[src/rtl/core/sff_pkg.sv]
package sff_pkg;

    localparam int SAMPLE_W     = 16;
    localparam int COEF_W       = 16;
    localparam int INDEX_W      = 7;
    localparam int SHIFT_W      = 5;
    localparam int TAPS_DEFAULT = 255;
    localparam int QUEUE_DEPTH  = 2;
    localparam int SAMPLE_MAX   = 32767;
    localparam int SAMPLE_MIN   = -32768;

    localparam logic [SHIFT_W-1:0] OUT_SHIFT_RESET = SHIFT_W'(15);

    localparam logic REQ_SAMPLE = 1'b0;
    localparam logic REQ_LOAD   = 1'b1;

    typedef struct packed {
        logic                       is_load;
        logic signed [SAMPLE_W-1:0] sample;
        logic [INDEX_W-1:0]         coef_index;
        logic signed [COEF_W-1:0]   coef_value;
    } t_item;

    typedef struct packed {
        logic  valid;
        t_item item;
    } t_queue_out;

    typedef struct packed {
        logic clearing;
    } t_back_status;

endpackage

[src/rtl/core/sff_front.sv]
module sff_front #(
    parameter int TAPS = sff_pkg::TAPS_DEFAULT
) (
    input  logic                               i_clk,
    input  logic                               i_rst_n,
    input  logic                               i_in_valid,
    output logic                               o_in_stall,
    input  logic                               i_req_type,
    input  logic signed [sff_pkg::SAMPLE_W-1:0] i_sample_in,
    input  logic [sff_pkg::INDEX_W-1:0]        i_coef_index,
    input  logic signed [sff_pkg::COEF_W-1:0]  i_coef_value,
    input  sff_pkg::t_back_status              i_status,
    input  logic                               i_pop,
    output sff_pkg::t_queue_out                o_queue
);

    import sff_pkg::*;

    localparam int COEF_DEPTH = TAPS / 2 + 1;
    localparam int QP_W       = (QUEUE_DEPTH > 1) ? $clog2(QUEUE_DEPTH) : 1;
    localparam int CNT_W      = $clog2(QUEUE_DEPTH + 1);

    t_item              r_q [QUEUE_DEPTH];
    logic [QP_W-1:0]    r_wr_ptr;
    logic [QP_W-1:0]    r_rd_ptr;
    logic [CNT_W-1:0]   r_count;
    logic [QP_W-1:0]    n_wr_ptr;
    logic [QP_W-1:0]    n_rd_ptr;
    logic [CNT_W-1:0]   n_count;

    t_item              item;
    logic               full;
    logic               accept;
    logic               keep;
    logic               push;

    always_comb begin
        item.is_load    = (i_req_type == REQ_LOAD);
        item.sample     = i_sample_in;
        item.coef_index = i_coef_index;
        item.coef_value = i_coef_value;
    end

    assign full       = (r_count == CNT_W'(QUEUE_DEPTH));
    assign o_in_stall = full || i_status.clearing;
    assign accept     = i_in_valid && !o_in_stall;
    // drop loads aimed past the stored half of the coefficients
    assign keep       = !item.is_load || (32'(i_coef_index) < COEF_DEPTH);
    assign push       = accept && keep;

    always_comb begin
        n_wr_ptr = r_wr_ptr;
        n_rd_ptr = r_rd_ptr;
        n_count  = r_count;
        if (push) begin
            n_wr_ptr = (r_wr_ptr == QP_W'(QUEUE_DEPTH - 1)) ? '0 : r_wr_ptr + 1'b1;
        end
        if (i_pop) begin
            n_rd_ptr = (r_rd_ptr == QP_W'(QUEUE_DEPTH - 1)) ? '0 : r_rd_ptr + 1'b1;
        end
        if (push && !i_pop) begin
            n_count = r_count + 1'b1;
        end else if (!push && i_pop) begin
            n_count = r_count - 1'b1;
        end
    end

    always_ff @(posedge i_clk) begin
        if (!i_rst_n) begin
            r_wr_ptr <= '0;
            r_rd_ptr <= '0;
            r_count  <= '0;
        end else begin
            r_wr_ptr <= n_wr_ptr;
            r_rd_ptr <= n_rd_ptr;
            r_count  <= n_count;
        end
    end

    always_ff @(posedge i_clk) begin
        if (push) begin
            r_q[r_wr_ptr] <= item;
        end
    end

    assign o_queue.valid = (r_count != '0);
    assign o_queue.item  = r_q[r_rd_ptr];

`ifndef SYNTH
    a_pop_nonempty: assert property (@(posedge i_clk) disable iff (!i_rst_n)
        i_pop |-> r_count != '0)
        else $error("queue popped while empty");
`endif

endmodule

[config.mk]
export PLATFORM = sky130hd
export DESIGN_NAME = sff_front
export DESIGN_NICKNAME = d
export VERILOG_FILES = /design/src/rtl/core/sff_pkg.sv /design/src/rtl/core/sff_front.sv
export SDC_FILE = /design/constraint.sdc
export NUM_CORES = 1
export LEC_CHECK = 0
export BUFFER_PORTS_ARGS = -buffer_cell sky130_fd_sc_hd__buf_2
export CAP_MARGIN = 20
export CORE_ASPECT_RATIO = 0.5
export CORE_MARGIN = 2
export CORE_UTILIZATION = 51
export CTS_BUF_LIST = sky130_fd_sc_hd__clkbuf_4 sky130_fd_sc_hd__clkbuf_8 sky130_fd_sc_hd__clkbuf_16
export CTS_CLUSTER_DIAMETER = 150
export CTS_CLUSTER_SIZE = 10
export DETAILED_ROUTE_END_ITERATION = 8
export PLACE_DENSITY = 0.78
export SYNTH_ARGS = -nofsm -noshare
export SYNTH_HDL_FRONTEND = slang
export SYNTH_SLANG_ARGS = --single-unit
[constraint.sdc]
create_clock -name i_clk -period 3.2 [get_ports i_clk]
set_input_delay 0 -clock i_clk [delete_from_list [all_inputs] [get_ports i_clk]]
set_output_delay 0 -clock i_clk [all_outputs]
set_load 0.02 [all_outputs]
==> results of run 1 <==
## sequential cells by signal (all words and copies together), names as in the netlist, named ones only
signal    cells
r_count       2
r_q          80
r_rd_ptr      1
r_wr_ptr      1
## cell type report
class	count	area, µm²	area share, %
Sequential cell	85	2504	57.88
Timing Repair Buffer	128	848.3	19.61
Multi-Input combinational cell	60	596.8	13.80
Clock buffer	9	225.2	5.207
Tap cell	77	96.34	2.227
Clock inverter	7	51.30	1.186
Inverter	1	3.754	0.08678
## final timing paths
path / to / start / slack (ps) / cells past startpoint
setup / recovery: o_queue[3] / flop / 1330 / 2
hold reg to reg: r_count[1] / r_count[1] / 500 / 2
hold / removal: flop / i_pop / 10 / 3
setup reg to reg: r_q[1][14] / r_count[0] / 1390 / 2
## worst register-to-register path, stage by stage, from the launching register on
cell,delay [ps]
dfxtp_1,400
nand2b_1,200
and3_2,810
## metal layers
layer | wire length [µm] | vias to the layer above | global-route usage, %
met5 | 0 | - | 0
met4 | 189 | 0 | 10.80
met3 | 247 | 16 | 5.317
met2 | 3016 | 47 | 31.36
met1 | 2247 | 840 | 19.75
li1 | - | 857 | -
## per-stage QoR
stage / worst slack [ps] / utilization [%]
6_report: 1327 / 72.32
3_3_place_gp: 1469 / 60.84
2_1_floorplan: 268.5 / -
4_1_cts: 1296 / 72.32
3_5_place_dp: 1403 / 60.84
5_1_grt: 1213 / 72.32
## report_power, final
group | internal, mW | switching [mW]
Combinational | 0.158 | 0.166
Clock | 0.527 | 0.399
Sequential | 1.28 | 0.0363
## cell usage in the layout (no fill, tap or decap), types with 2 or more instances in the layout
| master | n |
|---|---|
| nand2b_1 | 2 |
| edfxtp_1 | 80 |
| o21ai_0 | 2 |
| buf_2 | 86 |
| clkbuf_16 | 9 |
| dlygate4sd3_1 | 41 |
| clkinv_4 | 2 |
| clkinvlp_4 | 2 |
| xor2_1 | 2 |
| dfxtp_1 | 4 |
| and2_1 | 4 |
| mux2_2 | 40 |
| clkinv_2 | 2 |
## kinds of logic after synthesis
logic type	Yosys count	share of synthesized area [%]
AOI/OAI and AO/OA	3	0.5626
xor gates and xnor gates	3	0.8439
DFF	85	80.35
muxes	40	14.46
and+or+nand+nor	13	2.612
adders and majority gates	1	0.4017
buffers and inverters	5	0.7633
==> flow_metrics.py, run 1 <==
metrics = {
    "status": {
        "outcome": "finished clean",
    },
    "detailed_routing": {
        "dr.pass1.iters": 4,
        "drtIter0Drc": 107,
        "postRouteAntennaNets": 0,
        "num_vias": 1760,
        "finalWirelength_um": 5699,
        "wl_per_cell_um": 15.53,
        "drc": 0,
        "post_drt_via_cell_ratio": 4.796,
    },
    "finish": {
        "design_area_um2": 4325,
        "drive_above_1_share_pct": 50.69,
        "insertedDiodeCount": 0,
        "final_nets": 331,
        "stdcell_count": 367,
        "nFillCells": 355,
        "areaGrowthSynthToFinish_pct": 38.89,
    },
    "timing": {
        "hold_viol_final": 0,
        "finalCritPeriodShare_pct": 58.54,
        "finalMaxSlewViolations": 0,
        "achievable-frequency_mhz": 533.8,
        "fin_setup_tns_ps": 0,
        "relSlewSlack_pct": 38.45,
        "worstMarginPinSlew_ps": 923.2,
        "setup_viol": 0,
        "finClkSkew_ps": 4.102,
        "rsz0062_at_grt": "false",
        "finalCriticalPeriod_ps": 1873,
        "timing.hold.ws_ps": 10.11,
    },
    "clocking": {
        "cts.repair.resized": 0,
        "cts_buffers": 9,
        "clockRootBuffer": "clkbuf_16",
        "cts_num_sinks": 85,
        "clkTransAtPathRegs_ps": 60,
        "cts.htree.levels": 3,
        "clock_tree.buffer_depth": 2,
        "hold_buffers": 41,
        "clk_latency_ps": 330,
        "post_cts_buffers": 0,
        "cts_tree": "yes",
    },
    "synthesis": {
        "synth_cell_types": 18,
        "synth_edf_count": 80,
        "synth_common_cells": "80 x edfxtp_1, 40 x mux2_2, 5 x dfxtp_1",
        "synth_cells": 150,
        "yosysTopAreaCell": "edfxtp_1",
        "ys.warnings.count": 0,
        "yosys-top-cells-area": "edfxtp_1 77%, mux2_2 14%, dfxtp_1 3.2%",
        "synth_area_um2": 3114,
        "yosys.area.top_type_share_pct": 77.14,
        "ys_ff_latch": 85,
        "synth_ff_type": "edfxtp_1",
        "syn_nets": 196,
        "avgSynthCellArea_um2": 20.76,
        "yosysSeqAreaShare_pct": 80.35,
        "async_reset_ff_share_pct": 0,
        "synth.most_common_cell": "edfxtp_1",
    },
    "die": {
        "core-area_um2": 5981,
        "rows": 20,
        "initial_utilization_pct": 52.07,
        "dieWidth_um": 114.5,
        "io-pin-count": 87,
        "fp.dieH_um": 59.26,
        "die_area_um2": 6785,
    },
    "global_route": {
        "grt_pass1_wl_um": 8562,
        "grt_max_degree": 41,
        "antenna_found_initial": 0,
        "grt_remaining_overflow": 0,
        "grt_pass1_vias": 1768,
        "grt_use_total_pct": 17.85,
    },
    "worst_setup_path": {
        "worstSetupEndpointType": "output pin",
        "cp_slowest_cell": "dfxtp_2",
        "path_class": "reg2out",
        "crit_family": "flip-flops",
        "cp_max_fo": 40,
        "worstSetupStartpointType": "flop",
        "critPathBufInv": 1,
        "required_ps": 3200,
        "path_cells": "mux2_2, buf_2",
        "critPathArrivalTime_ps": 1870,
        "cp_slowest_stage_delay_ps": 930,
    },
    "min_path": {
        "hold_class": "in2reg",
    },
    "job": {
        "drv_cap": 0,
    },
    "place": {
        "gp_routability_congestion": 0.7000,
        "io_buffers": 86,
        "place_area_um2": 3638,
        "hpwl_um": 3216,
        "placedCellCount": 310,
    },
    "power_and_ir_drop": {
        "leakage_nw": 1.641,
        "irDropWorstVdd_mv": 0.4495,
        "p_total_mw": 2.566,
        "power_density_nw_per_um2": 593.3,
    },
}
Note: power is estimated with default switching activity, not from simulation.
==> inputs of run 2 (changes only) <==
Settings changed: CORE_UTILIZATION 51 to 46, PLACE_DENSITY 0.78 to 0.75.
Clock period 3.2 ns to 1.7 ns, I/O delays scaled along.
==> run 2 against run 1 <==
  * Critical path depth rose by 3
  * Count of clock-buffer cells in the layout did not move
  * Global-route usage fell by 1.2 points
  * Power rose by 100%
  * Routed wire length rose by 2.4%
  * Register-to-register slack got worse by 1300 ps
  * Clock power rose by 120%
  * Critical path type is now reg2reg
  * Largest cell class unchanged
==> flow_metrics.py, run 2 (synthesis gave the netlist of run 1 again) <==
metrics = {
    "clocking": {
        "cts_num_sinks": 85,
        "post_cts_buffers": 0,
        "clkTransAtPathRegs_ps": 60,
        "cts.repair.resized": 0,
        "clk_latency_ps": 340,
        "cts_tree": "yes",
        "cts.htree.levels": 3,
        "clock_tree.buffer_depth": 2,
        "clockRootBuffer": "clkbuf_16",
        "cts_buffers": 9,
    },
    "power_and_ir_drop": {
        "p_sw_mw": 1.179,
        "p_comb_share_pct": 12.8,
        "p_total_mw": 5.194,
        "power_frac_seq_pct": 47.1,
        "irDropWorstVdd_mv": 0.5461,
        "power_density_nw_per_um2": 1168,
        "leakage_nw": 1.679,
        "p_int_mw": 4.016,
        "clkPwrFrac_pct": 40.1,
        "switching_share_pct": 22.69,
    },
    "global_route": {
        "grt_max_degree": 41,
        "grt_use_total_pct": 16.65,
        "grt_pass1_wl_um": 9190,
        "grt_remaining_overflow": 0,
        "antenna_found_initial": 0,
        "grt_pass1_vias": 1933,
    },
    "timing": {
        "fin_setup_tns_ps": 0,
        "achievable-frequency_mhz": 639.5,
        "setup_viol": 0,
        "finClkSkew_ps": 5.653,
        "finalCritPeriodShare_pct": 91.99,
        "worstMarginPinSlew_ps": 306.4,
        "finalCriticalPeriod_ps": 1564,
        "rsz0062_at_grt": "false",
        "finalMaxSlewViolations": 0,
        "relSlewSlack_pct": 79.57,
        "hold_viol_final": 0,
    },
    "worst_setup_path": {
        "r2r_start": "r_count[0]",
        "path_class": "reg2reg",
        "cp_slowest_stage_delay_ps": 360,
        "cp_max_fo": 4,
        "required_ps": 1960,
        "worstSetupStartpointType": "flop",
        "cp_slowest_cell": "or3_1",
        "worstSetupEndpointType": "flop",
        "critPathArrivalTime_ps": 1820,
        "critPathLaunch": "r_count[0]",
        "crit_family": "simple AND/OR/NAND/NOR gates",
        "path_cells": "nand2b_4, and2_1, ha_1, or3_1, a21boi_1",
        "critPathBufInv": 0,
    },
    "place": {
        "io_buffers": 86,
        "gp_routability_congestion": 0.7121,
        "hpwl_um": 3488,
    },
    "finish": {
        "largest_reg_flops": 80,
        "drive_above_1_share_pct": 51.88,
        "most-common-layout-cells": "86 x buf_2, 80 x edfxtp_1, 41 x dlygate4sd3_1",
        "final_nets": 334,
        "insertedDiodeCount": 0,
        "largest_registers": "r_q (80), r_count (2)",
        "max_flop_register": "r_q",
        "areaGrowthSynthToFinish_pct": 42.83,
        "layout_commonest_cell": "buf_2",
    },
    "job": {
        "drv_cap": 0,
    },
    "detailed_routing": {
        "drc": 0,
        "wl_per_cell_um": 15.16,
        "post_drt_via_cell_ratio": 4.678,
        "finalWirelength_um": 5835,
        "drtIter0Drc": 90,
        "postRouteAntennaNets": 0,
        "dr.pass1.iters": 4,
        "num_vias": 1801,
    },
    "die": {
        "initial_utilization_pct": 47.03,
        "rows": 21,
        "die_area_um2": 7484,
        "core-area_um2": 6621,
        "fp.dieH_um": 62.18,
        "dieWidth_um": 120.4,
        "io-pin-count": 87,
    },
    "min_path": {
        "worstHoldStart": "i_status",
        "hold_class": "in2reg",
    },
    "status": {
        "outcome": "finished clean",
    },
}
==> run 2: stage by stage <==
step / util [%] / instances / instance area, µm² / hold slack [ps] / setup WS [ps]
floorplan: - / 150 / 3132 / 98.87 / 23.26
global placement: 56.08 / 328 / 3714 / 188.3 / 233.1
detailed placement: 56.08 / 328 / 3714 / 191.1 / 142.6
CTS: 67.18 / 385 / 4448 / 9.160 / 124.7
global route: 67.18 / 385 / 4448 / 15.25 / 58.26
finish: 67.18 / 385 / 4448 / 17.21 / 136.2
==> run 2: worst min-delay path: stages <==
cell	delay (ps)
buf_2	80
nor2b_1	60
nand4b_1	90
o21ai_0	70
==> run 2: power by group through the flow <==
stage	clock [mW]	combinational [mW]	sequential, mW
after global routing	2.22	0.710	2.45
final	2.08	0.665	2.44
after floorplan	0	0.380	2.48
after CTS	2.12	0.671	2.44
after global placement	0	0.574	2.48
after detailed placement	0	0.592	2.49
==> run 2: metal layers <==
layer  up-vias  wire length (µm)  GRT usage (%)  part of all wire, %
li1        864                 -              -                    -
met1       880              2248          17.05                   39
met2        43              3239          30.51                   56
met3        14               223          6.342                  3.8
met4         0               123          6.977                  2.1
met5         -                 0              0                    0
==> run 2: cell type report <==
| cell class | instances | area, µm² |
|---|---|---|
| Sequential cell | 85 | 2505 |
| Multi-Input combinational cell | 60 | 604.3 |
| Clock buffer | 9 | 225.2 |
| Inverter | 1 | 3.754 |
| Timing Repair Buffer | 131 | 895.9 |
| Clock inverter | 7 | 98.84 |
| Tap cell | 92 | 115.1 |
| Fill cell | 452 | 2173 |
==> run 2: path summary, 6_finish.rpt <==
kind                            cells after the start    endpoint  slack, ps
worst max-delay path                                5  r_count[1]        140
worst min-delay path                                4    r_wr_ptr         20
worst max register to register                      5  r_count[1]        140
worst min register to register                      2    r_wr_ptr        530
==> run 2: what timing repair did <==
item                       CTS  global route
hold buffers                41             0
hold endpoints to repair    85             0
setup endpoints to repair    0             0
==> inputs of run 3 (changes only) <==
Settings changed: CORE_ASPECT_RATIO 0.5 to 2, HOLD_SLACK_MARGIN set to 0.02.
==> run 3 against run 2 <==
  * Cell count is 0.26% lower
  * Largest power group unchanged
  * Non-clock buffer count is 3 higher
  * Critical path type unchanged
  * First-iteration DRC count is 63% lower
  * Via count stayed put
==> flow_metrics.py, run 3 (synthesis gave the netlist of run 1 again) <==
metrics = {
    "status": {
        "outcome": "finished clean",
    },
    "worst_setup_path": {
        "worstSetupEndpointType": "flop",
        "cp_max_fo": 4,
        "cp_slowest_cell": "or3_1",
        "rr_endpoint": "r_count[1]",
        "path_cells": "nand2b_4, and2_1, ha_1, or3_1, a21boi_1",
        "critPathLaunch": "r_count[0]",
        "r2r_cells": 5,
        "required_ps": 1960,
        "crit_path_end": "r_count[1]",
        "cp_slowest_stage_delay_ps": 350,
        "r2r_start": "r_count[0]",
        "critPathArrivalTime_ps": 1790,
        "crit_family": "simple AND/OR/NAND/NOR gates",
        "worstSetupStartpointType": "flop",
        "crit_cells": 5,
        "critPathBufInv": 0,
        "path_class": "reg2reg",
        "rrSetupSlack_ps": 180,
    },
    "global_route": {
        "grt_remaining_overflow": 0,
        "antenna_found_initial": 0,
        "grt_pass1_vias": 1963,
        "grt_use_total_pct": 16.29,
        "grt_pass1_wl_um": 8928,
        "grt_max_degree": 41,
    },
    "die": {
        "io-pin-count": 87,
        "rows": 42,
        "core-area_um2": 6569,
        "dieWidth_um": 62.18,
        "die_area_um2": 7484,
        "initial_utilization_pct": 47.41,
        "fp.dieH_um": 120.4,
    },
    "finish": {
        "regArea_um2": 2505,
        "areaGrowthSynthToFinish_pct": 41.82,
        "max_flop_register": "r_q",
        "insertedDiodeCount": 0,
        "final_nets": 337,
        "nFillCells": 450,
        "largest_registers": "r_q (80), r_count (2)",
        "layout_commonest_cell": "buf_2",
        "most-common-layout-cells": "86 x buf_2, 80 x edfxtp_1, 44 x dlygate4sd3_1",
        "multi_input_area_um2": 604.3,
        "drive_above_1_share_pct": 50.68,
        "largest_reg_flops": 80,
    },
    "timing": {
        "finalMaxSlewViolations": 0,
        "fin_setup_tns_ps": 0,
        "finalCritPeriodShare_pct": 89.47,
        "achievable-frequency_mhz": 657.5,
        "worstMarginPinSlew_ps": 268.9,
        "finClkSkew_ps": 5.253,
        "hold_viol_final": 0,
        "relSlewSlack_pct": 82.07,
        "finalCriticalPeriod_ps": 1521,
        "rsz0062_at_grt": "false",
        "setup_viol": 0,
        "timing.hold.ws_ps": 105.6,
    },
    "detailed_routing": {
        "post_drt_via_cell_ratio": 4.690,
        "drtIter0Drc": 33,
        "finalWirelength_um": 5588,
        "num_vias": 1801,
        "postRouteAntennaNets": 0,
        "dr.pass1.iters": 4,
        "wl_per_cell_um": 14.55,
        "drc": 0,
    },
    "power_and_ir_drop": {
        "leakage_nw": 1.685,
        "switching_share_pct": 21.97,
        "p_int_mw": 3.774,
        "power_density_nw_per_um2": 1095,
        "power_frac_seq_pct": 50.5,
        "clkPwrFrac_pct": 35.7,
        "p_comb_share_pct": 13.8,
        "p_total_mw": 4.836,
        "irDropWorstVdd_mv": 0.8044,
        "p_sw_mw": 1.062,
    },
    "clocking": {
        "cts_num_sinks": 85,
        "cts_tree": "yes",
        "clockRootBuffer": "clkbuf_16",
        "cts_buffers": 9,
        "clock_tree.buffer_depth": 2,
        "cts.htree.levels": 3,
        "clk_latency_ps": 330,
        "clkTransAtPathRegs_ps": 60,
    },
    "place": {
        "gp_routability_congestion": 0.6987,
        "hpwl_um": 3330,
        "io_buffers": 86,
    },
    "min_path": {
        "hold_class": "in2reg",
    },
    "job": {
        "drv_cap": 0,
    },
}
[run 3: layer usage]
metal | global-route usage, % | part of all wire (%) | wire (µm) | vias up
li1 | - | - | - | 865
met1 | 16.90 | 36 | 2002 | 866
met2 | 28.13 | 57 | 3160 | 55
met3 | 4.279 | 4.1 | 227 | 15
met4 | 11.81 | 3.5 | 197 | 0
met5 | 0 | 0 | 0 | -
[run 3: power groups by stage]
stage / registers, mW / logic (mW) / clock network (mW)
final: 2.44 / 0.667 / 1.73
after global routing: 2.45 / 0.717 / 1.85
after CTS: 2.44 / 0.674 / 1.77
after detailed placement: 2.49 / 0.592 / 0
after global placement: 2.48 / 0.588 / 0
after floorplan: 2.48 / 0.380 / 0
[run 3: layout make-up]
class                           count  share of cell area, %
Tap cell                           88                  2.493
Timing Repair Buffer              134                  20.96
Inverter                            1                0.08499
Clock buffer                       13                  5.779
Sequential cell                    85                  56.71
Clock inverter                      3                 0.2833
Multi-Input combinational cell     60                  13.68
[run 3: worst min path at each step]
| stage | startpoint | end | slack, ps | depth (start not counted) |
|---|---|---|---|---|
| after detailed placement | i_sample_in[13] | r_q[0][36] | 190 | 1 |
| after floorplan | i_coef_value[0] | r_q[0][0] | 100 | 0 |
| after global routing | i_in_valid | r_wr_ptr | 160 | 4 |
| final | i_in_valid | r_wr_ptr | 110 | 4 |
| after global placement | i_sample_in[3] | r_q[1][26] | 190 | 1 |
| after CTS | i_in_valid | r_wr_ptr | 80 | 4 |
[run 3: through the flow]
step	util (%)	setup WS [ps]	std cells	cell area [µm²]
floorplan	-	23.26	150	3132
global placement	56.46	208.5	324	3709
detailed placement	56.46	174.2	324	3709
CTS	67.24	166.1	384	4417
global route	67.24	70.70	384	4417
finish	67.24	179.0	384	4417
[run 3: timing repair]
action,in CTS,in global routing
buffers inserted,0,0
endpoints found under the hold margin,85,0
hold buffers,44,0
gates resized for setup,0,0
[run 3: worst min-delay path: cells and delay by family]
kind                   cells  cell delay [ps]
AO/OA/AOI/OAI              1               70
buffers and inverters      1               90
AND/OR/NAND/NOR            2              220
